<file path="config.mk">
export PLATFORM = sky130hd
export DESIGN_NAME = integer_alu_add_sub_mul_pow_div_unit
export DESIGN_NICKNAME = d
export VERILOG_FILES = /design/src/rtl/ialu_pkg.sv /design/src/rtl/integer_alu_add_sub_mul_pow_div_unit.sv /design/src/rtl/ialu_mul.sv /design/src/rtl/ialu_div.sv
export SDC_FILE = /design/constraint.sdc
export NUM_CORES = 2
export LEC_CHECK = 0
export BUFFER_PORTS_ARGS = -buffer_cell sky130_fd_sc_hd__buf_2
export CORE_AREA = 10 10 308 310
export DETAILED_ROUTE_END_ITERATION = 6
export DIE_AREA = 0 0 318 320
export HOLD_SLACK_MARGIN = 0.1
export MAX_ROUTING_LAYER = met4
export PLACE_DENSITY = 0.54
export SYNTH_ARGS = -nofsm -noshare
export SYNTH_HDL_FRONTEND = slang
export SYNTH_HIERARCHICAL = 1
export SYNTH_SLANG_ARGS = --single-unit
</file>
<file path="constraint.sdc">
create_clock -name clk_i -period 7.1 [get_ports clk_i]
set_input_delay 0.355 -clock clk_i [delete_from_list [all_inputs] [get_ports clk_i]]
set_output_delay 0.355 -clock clk_i [all_outputs]
set_load 0.02 [all_outputs]
</file>
<file path="src/rtl/ialu_pkg.sv">
// Shared constants and opcodes for the multicycle integer ALU.
// No dependencies.
package ialu_pkg;

  localparam int unsigned DATA_WIDTH_DEFAULT = 32;
  localparam int unsigned MUL_DIGIT          = 16;
  localparam int unsigned OPCODE_WIDTH       = 3;

  localparam logic [OPCODE_WIDTH-1:0] OP_ADD = 3'd0;
  localparam logic [OPCODE_WIDTH-1:0] OP_SUB = 3'd1;
  localparam logic [OPCODE_WIDTH-1:0] OP_MUL = 3'd2;
  localparam logic [OPCODE_WIDTH-1:0] OP_POW = 3'd3;
  localparam logic [OPCODE_WIDTH-1:0] OP_DIV = 3'd4;

endpackage

</file>
<file path="src/rtl/integer_alu_add_sub_mul_pow_div_unit.sv">
// Multicycle integer ALU top level: sequencer, output register.
// Depends on ialu_pkg, ialu_mul, ialu_div.
//
// Usage: one beat on the s_axis side carries the opcode in tuser and the two
// operands in tdata; one beat on the m_axis side returns value and remainder in
// tdata and the divide-by-zero flag in tuser. Add, subtract, unsupported
// opcodes and divide by zero go from accept straight to the done state.
// Multiply uses the shared multiplier, which works through the operand in
// digits of up to 16 bits. Power runs square-and-multiply on that multiplier,
// up to two products per exponent bit. Divide runs the restoring divider,
// one quotient bit per cycle.
// One item is in work at a time; s_axis_tready is high only while idle.
// A finished result waits in the output register; a new item may be taken
// meanwhile, and its result is held back until the register is free.
// Reset clears the sequencer and drops m_axis_tvalid; the data registers are not reset.
module integer_alu_add_sub_mul_pow_div_unit #(
  parameter int unsigned DATA_WIDTH = ialu_pkg::DATA_WIDTH_DEFAULT
) (
  input  logic                                  clk_i,
  input  logic                                  rst_ni,
  input  logic                                  s_axis_tvalid,
  output logic                                  s_axis_tready,
  // operand_a, operand_b, zero pad
  input  logic [((2*DATA_WIDTH+7)/8)*8-1:0]     s_axis_tdata,
  // opcode
  input  logic [ialu_pkg::OPCODE_WIDTH-1:0]     s_axis_tuser,
  output logic                                  m_axis_tvalid,
  input  logic                                  m_axis_tready,
  // value, remainder, zero pad
  output logic [((2*DATA_WIDTH+7)/8)*8-1:0]     m_axis_tdata,
  // divide_by_zero
  output logic                                  m_axis_tuser
);
  import ialu_pkg::*;

  localparam int unsigned W    = DATA_WIDTH;
  localparam int unsigned TdW  = ((2*DATA_WIDTH+7)/8)*8;

  localparam logic [2:0] S_IDLE    = 3'd0;
  localparam logic [2:0] S_MUL     = 3'd1;
  localparam logic [2:0] S_POW     = 3'd2;
  localparam logic [2:0] S_POW_ACC = 3'd3;
  localparam logic [2:0] S_POW_SQ  = 3'd4;
  localparam logic [2:0] S_DIV     = 3'd5;
  localparam logic [2:0] S_DONE    = 3'd6;

  logic [2:0]   state_q, state_d;
  logic [W-1:0] acc_q, acc_d;
  logic [W-1:0] sq_q, sq_d;
  logic [W-1:0] exp_q, exp_d;
  logic [W-1:0] res_val_q, res_val_d;
  logic [W-1:0] res_rem_q, res_rem_d;
  logic         res_dbz_q, res_dbz_d;
  logic         out_valid_q, out_valid_d;
  logic [W-1:0] out_val_q, out_rem_q;
  logic         out_dbz_q;
  logic         load_out;

  logic [W-1:0] in_a, in_b;
  logic [OPCODE_WIDTH-1:0] in_op;
  logic         accept;

  logic         mul_start, mul_done;
  logic [W-1:0] mul_a, mul_b, mul_p;
  logic         div_start, div_done;
  logic [W-1:0] div_quo, div_rem;

  assign in_a   = s_axis_tdata[W-1:0];
  assign in_b   = s_axis_tdata[2*W-1:W];
  assign in_op  = s_axis_tuser;
  assign s_axis_tready = (state_q == S_IDLE);
  assign accept = s_axis_tvalid && s_axis_tready;

  ialu_mul #(.DataWidth(W)) u_mul (
    .clk_i    (clk_i),
    .rst_ni   (rst_ni),
    .start_i  (mul_start),
    .mcand_i  (mul_a),
    .mplier_i (mul_b),
    .done_o   (mul_done),
    .product_o(mul_p)
  );

  ialu_div #(.DataWidth(W)) u_div (
    .clk_i      (clk_i),
    .rst_ni     (rst_ni),
    .start_i    (div_start),
    .dividend_i (in_a),
    .divisor_i  (in_b),
    .done_o     (div_done),
    .quotient_o (div_quo),
    .remainder_o(div_rem)
  );

  always_comb begin
    state_d   = state_q;
    acc_d     = acc_q;
    sq_d      = sq_q;
    exp_d     = exp_q;
    res_val_d = res_val_q;
    res_rem_d = res_rem_q;
    res_dbz_d = res_dbz_q;
    mul_start = 1'b0;
    mul_a     = in_a;
    mul_b     = in_b;
    div_start = 1'b0;
    load_out  = 1'b0;
    unique case (state_q)
      S_IDLE: begin
        if (accept) begin
          res_val_d = '0;
          res_rem_d = '0;
          res_dbz_d = 1'b0;
          state_d   = S_DONE;
          unique case (in_op)
            OP_ADD: res_val_d = in_a + in_b;
            OP_SUB: res_val_d = in_a - in_b;
            OP_MUL: begin
              mul_start = 1'b1;
              state_d   = S_MUL;
            end
            OP_POW: begin
              acc_d   = W'(1);
              sq_d    = in_a;
              exp_d   = in_b;
              state_d = S_POW;
            end
            OP_DIV: begin
              if (in_b == '0) begin
                res_dbz_d = 1'b1;
              end else begin
                div_start = 1'b1;
                state_d   = S_DIV;
              end
            end
            default: ;
          endcase
        end
      end
      S_MUL: begin
        if (mul_done) begin
          res_val_d = mul_p;
          state_d   = S_DONE;
        end
      end
      S_POW: begin
        if (exp_q == '0) begin
          res_val_d = acc_q;
          state_d   = S_DONE;
        end else if (exp_q[0]) begin
          mul_a     = acc_q;
          mul_b     = sq_q;
          mul_start = 1'b1;
          state_d   = S_POW_ACC;
        end else begin
          mul_a     = sq_q;
          mul_b     = sq_q;
          mul_start = 1'b1;
          exp_d     = exp_q >> 1;
          state_d   = S_POW_SQ;
        end
      end
      S_POW_ACC: begin
        if (mul_done) begin
          acc_d    = mul_p;
          exp_d[0] = 1'b0;
          state_d  = S_POW;
        end
      end
      S_POW_SQ: begin
        if (mul_done) begin
          sq_d    = mul_p;
          state_d = S_POW;
        end
      end
      S_DIV: begin
        if (div_done) begin
          res_val_d = div_quo;
          res_rem_d = div_rem;
          state_d   = S_DONE;
        end
      end
      S_DONE: begin
        if (!out_valid_q || m_axis_tready) begin
          load_out = 1'b1;
          state_d  = S_IDLE;
        end
      end
      default: state_d = S_IDLE;
    endcase
  end

  always_comb begin
    out_valid_d = out_valid_q;
    if (load_out) begin
      out_valid_d = 1'b1;
    end else if (m_axis_tready) begin
      out_valid_d = 1'b0;
    end
  end

  always_ff @(posedge clk_i or negedge rst_ni) begin
    if (!rst_ni) begin
      state_q     <= S_IDLE;
      out_valid_q <= 1'b0;
    end else begin
      state_q     <= state_d;
      out_valid_q <= out_valid_d;
    end
  end

  always_ff @(posedge clk_i) begin
    acc_q     <= acc_d;
    sq_q      <= sq_d;
    exp_q     <= exp_d;
    res_val_q <= res_val_d;
    res_rem_q <= res_rem_d;
    res_dbz_q <= res_dbz_d;
    if (load_out) begin
      out_val_q <= res_val_q;
      out_rem_q <= res_rem_q;
      out_dbz_q <= res_dbz_q;
    end
  end

  assign m_axis_tvalid = out_valid_q;
  assign m_axis_tdata  = TdW'({out_rem_q, out_val_q});
  assign m_axis_tuser  = out_dbz_q;

  a_busy_after_accept: assert property (@(posedge clk_i) disable iff (!rst_ni)
    accept |=> !s_axis_tready) else $error("ready after accept");
  a_dbz_zero: assert property (@(posedge clk_i) disable iff (!rst_ni)
    m_axis_tvalid && m_axis_tuser |-> m_axis_tdata == '0)
    else $error("divide by zero with nonzero result");
  a_no_overwrite: assert property (@(posedge clk_i) disable iff (!rst_ni)
    load_out |-> !out_valid_q || m_axis_tready) else $error("pending result overwritten");

endmodule

</file>
<file path="src/rtl/ialu_mul.sv">
// Iterative multiplier, low DATA_WIDTH bits of the product, one digit per cycle.
// Depends on ialu_pkg.
module ialu_mul #(
  parameter int unsigned DataWidth = ialu_pkg::DATA_WIDTH_DEFAULT
) (
  input  logic                 clk_i,
  input  logic                 rst_ni,
  input  logic                 start_i,
  input  logic [DataWidth-1:0] mcand_i,
  input  logic [DataWidth-1:0] mplier_i,
  output logic                 done_o,
  output logic [DataWidth-1:0] product_o
);
  import ialu_pkg::*;

  localparam int unsigned Dig = (DataWidth < MUL_DIGIT) ? DataWidth : MUL_DIGIT;

  logic                   busy_q, busy_d;
  logic [DataWidth-1:0]   mcand_q, mcand_d;
  logic [DataWidth-1:0]   mplier_q, mplier_d;
  logic [DataWidth-1:0]   acc_q, acc_d;
  logic [DataWidth+Dig-1:0] partial;

  assign partial   = mcand_q * mplier_q[Dig-1:0];
  assign done_o    = busy_q && (mplier_q == '0);
  assign product_o = acc_q;

  always_comb begin
    busy_d   = busy_q;
    mcand_d  = mcand_q;
    mplier_d = mplier_q;
    acc_d    = acc_q;
    if (start_i) begin
      busy_d   = 1'b1;
      mcand_d  = mcand_i;
      mplier_d = mplier_i;
      acc_d    = '0;
    end else if (busy_q) begin
      if (mplier_q == '0) begin
        busy_d = 1'b0;
      end else begin
        acc_d    = acc_q + partial[DataWidth-1:0];
        mcand_d  = mcand_q << Dig;
        mplier_d = mplier_q >> Dig;
      end
    end
  end

  always_ff @(posedge clk_i or negedge rst_ni) begin
    if (!rst_ni) begin
      busy_q <= 1'b0;
    end else begin
      busy_q <= busy_d;
    end
  end

  always_ff @(posedge clk_i) begin
    mcand_q  <= mcand_d;
    mplier_q <= mplier_d;
    acc_q    <= acc_d;
  end

  a_no_start_busy: assert property (@(posedge clk_i) disable iff (!rst_ni)
    start_i |-> !busy_q) else $error("multiplier restarted while busy");
  a_done_idle: assert property (@(posedge clk_i) disable iff (!rst_ni)
    done_o && !start_i |=> !busy_q) else $error("multiplier busy after done");

endmodule

</file>
<file path="src/rtl/ialu_div.sv">
// Restoring divider, one quotient bit per cycle.
// Depends on ialu_pkg.
module ialu_div #(
  parameter int unsigned DataWidth = ialu_pkg::DATA_WIDTH_DEFAULT
) (
  input  logic                 clk_i,
  input  logic                 rst_ni,
  input  logic                 start_i,
  input  logic [DataWidth-1:0] dividend_i,
  input  logic [DataWidth-1:0] divisor_i,
  output logic                 done_o,
  output logic [DataWidth-1:0] quotient_o,
  output logic [DataWidth-1:0] remainder_o
);
  import ialu_pkg::*;

  localparam int unsigned CntW = $clog2(DataWidth + 1);

  logic                 busy_q, busy_d;
  logic [CntW-1:0]      cnt_q, cnt_d;
  logic [DataWidth-1:0] quo_q, quo_d;
  logic [DataWidth-1:0] rem_q, rem_d;
  logic [DataWidth-1:0] div_q, div_d;
  logic [DataWidth:0]   trial, diff;
  logic                 ge;

  assign trial = {rem_q, quo_q[DataWidth-1]};
  assign ge    = trial >= {1'b0, div_q};
  assign diff  = trial - {1'b0, div_q};

  assign done_o      = busy_q && (cnt_q == '0);
  assign quotient_o  = quo_q;
  assign remainder_o = rem_q;

  always_comb begin
    busy_d = busy_q;
    cnt_d  = cnt_q;
    quo_d  = quo_q;
    rem_d  = rem_q;
    div_d  = div_q;
    if (start_i) begin
      busy_d = 1'b1;
      cnt_d  = CntW'(DataWidth);
      quo_d  = dividend_i;
      rem_d  = '0;
      div_d  = divisor_i;
    end else if (busy_q) begin
      if (cnt_q == '0) begin
        busy_d = 1'b0;
      end else begin
        rem_d = ge ? diff[DataWidth-1:0] : trial[DataWidth-1:0];
        quo_d = {quo_q[DataWidth-2:0], ge};
        cnt_d = cnt_q - 1'b1;
      end
    end
  end

  always_ff @(posedge clk_i or negedge rst_ni) begin
    if (!rst_ni) begin
      busy_q <= 1'b0;
      cnt_q  <= '0;
    end else begin
      busy_q <= busy_d;
      cnt_q  <= cnt_d;
    end
  end

  always_ff @(posedge clk_i) begin
    quo_q <= quo_d;
    rem_q <= rem_d;
    div_q <= div_d;
  end

  a_no_start_busy: assert property (@(posedge clk_i) disable iff (!rst_ni)
    start_i |-> !busy_q) else $error("divider restarted while busy");
  a_no_zero_div: assert property (@(posedge clk_i) disable iff (!rst_ni)
    start_i |-> divisor_i != '0) else $error("divider started with zero divisor");
  a_rem_bound: assert property (@(posedge clk_i) disable iff (!rst_ni)
    done_o |-> rem_q < div_q) else $error("remainder not below divisor");

endmodule
</file>
* Word-level counts from Yosys, hierarchy flattened
Cells that the tools add are included.
** Operators by class
- $add $sub $neg :: 5
- $mul :: 1
- $lt $le $gt $ge :: 1
- Equal/unequal tests :: 23
- Multiplexer cells :: 69
- Bitwise gates (word level) :: 2
- Reduce and logical (&&, ||, !) cells :: 33
** Operators with widths (count)
- $mux 32 :: 29
- $pmux 32 s2 :: 4
- $pmux 32 s4 :: 1
- $logic_not 32->1 :: 3
- $add 32x32->32 :: 2
- $sub 32x32->32 :: 2
- $pmux 31 s2 :: 1
- $ge 33x32->1 :: 1
- $mul 32x16->32 :: 1
- $mux 3 :: 7
- $ne 2x2->1 const B :: 10
- $reduce_and 5->1 :: 4
- $mux 1 :: 19
- $mux 6 :: 3
- $pmux 3 s6 :: 1
- $reduce_bool 2->1 :: 7
- $eq 3x2->1 const B :: 4
- $eq 3x3->1 const B :: 4
- $reduce_and 2->1 :: 5
- $pmux 3 s3 :: 1
- $reduce_and 4->1 :: 2
- $eq 3x1->1 const B :: 2
- $logic_not 3->1 :: 2
- $logic_not 6->1 :: 1
- other kinds (13) :: 18
** Word-level totals
- Bits in registers :: 430
- Input port bits :: 71
- Output and inout bits :: 67
- Logic and storage cells :: 155

* Depth between registers and ports, before layout
- Depth in word-level cells :: 7
- Gate-level depth with buffers :: 25
- Depth with buffers taken out :: 23

* Hierarchy
Netlist, hierarchy kept.
** By module, submodules not included
- ialu_mul :: instances 1, cells an instance 1775, area each 16246.8 um2, sequential area each 2587.5 um2
- integer_alu_add_sub_mul_pow_div_unit :: instances 1, cells an instance 1177, area each 12897.4 um2, sequential area each 6886.6 um2
- ialu_div :: instances 1, cells an instance 575, area each 5967.0 um2, sequential area each 2737.6 um2

* Worst setup path after synthesis
No wires, ideal clock.
- Kind :: register to register
- Start :: register u_mul.mplier_q[6]
- End :: register u_mul.acc_q[31] (netlist: u_mul/product_o[31])
- Setup time :: 0.132 ns
- Arrival :: 5.819 ns
- Required time :: 6.968 ns
- Path slack :: 1.149 ns
- Stages on the path, launching flop included :: 25
- Path buffers :: 2
- Clock period less this slack :: 5.951 ns
- Cell sequence :: edfxtp_1 > clkbuf_1 > clkbuf_1 > nand2_1 > fa_1 > inv_1 > fa_1 > inv_1 > fa_1 > inv_1 > fa_1 > fa_1 > inv_1 > fa_1 > inv_1 > ha_1 > a21o_1 > a21o_1 > a21o_1 > a31oi_1 > a31oi_1 > o21a_1 > nor3_1 > nand3b_1 > a21oi_1
** On the way
- Longest elaborated chain between the ends :: 3
- Elaborated cells on any way between the ends :: 5
- Classes of those cells :: add/sub (1); mul (1); bitwise (1); reduce/logical (2)
** Ends and longest elaborated chain
- start, declared :: line ialu_mul.sv:20 : logic [DataWidth-1:0] mplier_q, mplier_d;
- start signal, assigned :: line ialu_mul.sv:59 : mplier_q <= mplier_d;
- branches (longest 3 deep; another with $mul 32x16->32)
- end signal, assigned :: line ialu_mul.sv:60 : acc_q <= acc_d;
- end, declared :: line ialu_mul.sv:21 : logic [DataWidth-1:0] acc_q, acc_d;
Several ways; the timed one is not identified.
A chain may end at the register's enable or synchronous reset.

* Worst setup path in the final report
- Start :: register u_mul.mplier_q[4]
- End :: register u_mul.acc_q[31] (netlist: u_mul/product_o[31])
The elaborated chain is that of the path after synthesis.

==> results.toml <==
[status]
outcome = "finished clean"

[min_path]
whs_path_depth = 2
hold_class = "primary input to flop"
whs_endpoint = "sq_q[17]$_DFFE_PP_"
min_from = "s_axis_tdata[17]"

[clocking]
cts_tree = "yes"
cts_sinks = 430
cts_buffers = 47
worstSkewPairLatency_ps = 600
cts_resized = 0
cts_buffer_depth = 3
cts_max_level = 2
clk_pin_slew_ps = 70
clock-root-buffer = "clkbuf_16"

[timing]
fin_crit_ps = 6810
tightest_slew_ps = 1230
max_freq_mhz = 147
post-route-period-util_pct = 95.9
drv_slew = 0
rsz0062_at_grt = "no"
slew_headroom_pct = 17.9
hold_viol = 0
fin_tns_setup_ps = 0
setup_viol = 0
skew_ps = 26.7

[layout]
area_delta_synth_final_pct = 10.2
layout-drive-gt1-share_pct = 12.4
nets = 4132
stdcell_count = 4794
design_area_um2 = 38700
fillers = 8617

[detailed_routing]
drc_errors = 0
met1Wirelength_mm = 48.6
drtIter0Drc = 2155
wl_met3_mm = 6.77
wire_per_inst_um = 23.3
avgViaCountPerCell = 5.39
topRoutingLayerUsed = "met4"
ant_nets = 0
drt_first_pass_iters = 5
dr_total_vias = 25800
wl_met2_mm = 52.5
wl_mm = 112

[global_route]
track_usage_pct = 22.3
antenna_found_initial = 5
grt_pass1_vias = 26500
grt_max_degree = 91
grt.overflow.total = 0
grt_pass1_wl_mm = 169

[floorplanning]
design.die.area_um2 = 102000
start_util_pct = 39.8
num_rows = 109
fp.coreArea_um2 = 88200
io_pins = 138
fp.dieH_um = 320
fp.dieW_um = 318

[synthesis]
synth.area.top_cells = "edfxtp_1, fa_1, inv_1, nand2_1, ha_1"
async_flop_share_pct = 2.79
ys.flop_type = "edfxtp_1"
synth_top_area_share_pct = 30.3
syn_avg_cell_area_um2 = 9.95
seq_area_frac_synth_pct = 34.8
synth_cells = 3527
yosys.area.top_type = "edfxtp_1"
synth_nets = 4068
ys_warn_count = 6
synth_edf_count = 354
syn_area_um2 = 35100
synth_seq_cells = 430
synth.top_cells.by_count = "inv_1, nand2_1, edfxtp_1, fa_1, and2_1"
synth_most_common_cell = "inv_1"
yosysUniqueCellTypes = 88

[setup_path]
path_class = "flop to flop"
arrival_ps = 7240
r2r_setup_slack_ps = 290
required_ps = 7530
cp_max_fo = 25
timing.rr.start = "u_mul/mplier_q[4]$_DFFE_PP_"
rr_worst_depth = 22
setup.worst_path.start_class = "flop"
crit_path_end_kind = "flop"
rr_endpoint = "u_mul/product_o[31]$_SDFFE_PP0P_"

[flow_run]
cap_viol_max_count = 0

[placed_design]
placed_cell_area_um2 = 37100
dp.cells = 4706
port_buffers = 137
dp_hpwl_mm = 82.9
gp_congestion = 0.930
-- placed cells by master, fill, tap and decap left out, types with 81 or more instances in the layout --
cell	synthesis	routed
a21oi_1	160	159
and2_1	219	219
buf_2	11	137
edfxtp_1	354	354
fa_1	336	336
ha_1	134	134
inv_1	515	515
mux2_2	127	127
nand2_1	500	497
nor2_1	104	104
o21ai_0	139	137
xnor2_1	81	81
-- cell type report --
type                            instances  area [um2]  share of cell area [%]
Tap cell                             1165        1460                    3.77
Clock buffer                           55        1230                    3.17
Antenna cell                            2        5.00                  0.0129
Sequential cell                       430       12200                    31.6
Multi-Input combinational cell       2391       20300                    52.4
Timing Repair Buffer                  206        1260                    3.25
Inverter                              515        1930                    5.00
Clock inverter                         30         319                   0.825
-- metrics by stage --
stage	util [%]	setup slack (ps)	hold slack (ps)
after detailed placement	42.1	410	293
after floorplan	-	1150	59.4
after CTS	43.8	337	119
after global routing	43.8	78.9	131
after global placement	42.1	552	291
final	43.8	292	147
-- what timing repair did --
action / 4_1_cts / 5_1_grt
hold endpoints to repair: 12 / 0
hold buffers: 1 / 0
buffers inserted: 0 / 0
-- per-layer routing --
layer	up-vias	global-route usage (%)
met5	-	-
li1	11800	-
met2	832	35.7
met3	160	3.21
met1	13000	29.1
met4	0	6.61
-- worst max-delay path: stages, from the launching register on --
cell	delay [ps]
edfxtp_1	1160
nand2_1	190
fa_1	560
inv_1	60
fa_1	530
inv_1	50
fa_1	490
inv_1	50
fa_1	480
fa_1	580
inv_1	70
fa_1	530
inv_1	40
ha_1	310
a21o_1	160
a21o_1	170
a21o_1	210
a31oi_1	260
a31oi_1	130
o21a_1	210
nor3_1	200
nand3b_1	140
a21oi_1	60
-- state kept, by name, summed over array words and instances, names as in the netlist --
signal / cells
u_mul/mplier_q: 32
u_mul/busy_q: 1
m_axis_tvalid: 1
sq_q: 32
out_rem_q: 32
state_q: 3
acc_q: 32
res_dbz_q: 1
out_val_q: 32
u_mul/mcand_q: 32
res_val_q: 32
u_div/cnt_q: 6
u_mul/product_o: 32
u_div/div_q: 32
u_div/remainder_o: 32
res_rem_q: 32
u_div/quotient_o: 32
exp_q: 32
m_axis_tuser: 1
u_div/busy_q: 1
-- worst max-delay path by stage --
stage | start | endpoint | cells past startpoint
final | u_mul/mplier_q[4]$_DFFE_PP_ | u_mul/product_o[31]$_SDFFE_PP0P_ | 22
after global routing | u_mul/mplier_q[4]$_DFFE_PP_ | u_mul/product_o[31]$_SDFFE_PP0P_ | 21
after CTS | u_mul/mplier_q[5]$_DFFE_PP_ | u_mul/product_o[31]$_SDFFE_PP0P_ | 22
after detailed placement | u_mul/mplier_q[5]$_DFFE_PP_ | u_mul/product_o[31]$_SDFFE_PP0P_ | 22
after global placement | u_mul/mplier_q[1]$_DFFE_PP_ | u_mul/product_o[31]$_SDFFE_PP0P_ | 21
after floorplan | u_mul/mplier_q[6]$_DFFE_PP_ | u_mul/product_o[31]$_SDFFE_PP0P_ | 24
-- kinds of logic after synthesis --
| kind of cell | Yosys count | share of synthesized area (%) |
|---|---|---|
| XOR/XNOR | 133 | 3.32 |
| AO/OA/AOI/OAI | 525 | 9.44 |
| AND/OR/NAND/NOR | 1080 | 15.1 |
| adder cells (fa/ha/maj) | 470 | 23.9 |
| buffers and inverters | 706 | 7.76 |
| flip-flops | 430 | 34.8 |
| multiplexers | 183 | 5.67 |
Power is not shown: default switching activity piles up to over one toggle a cycle in this logic, so the estimate is an artifact.
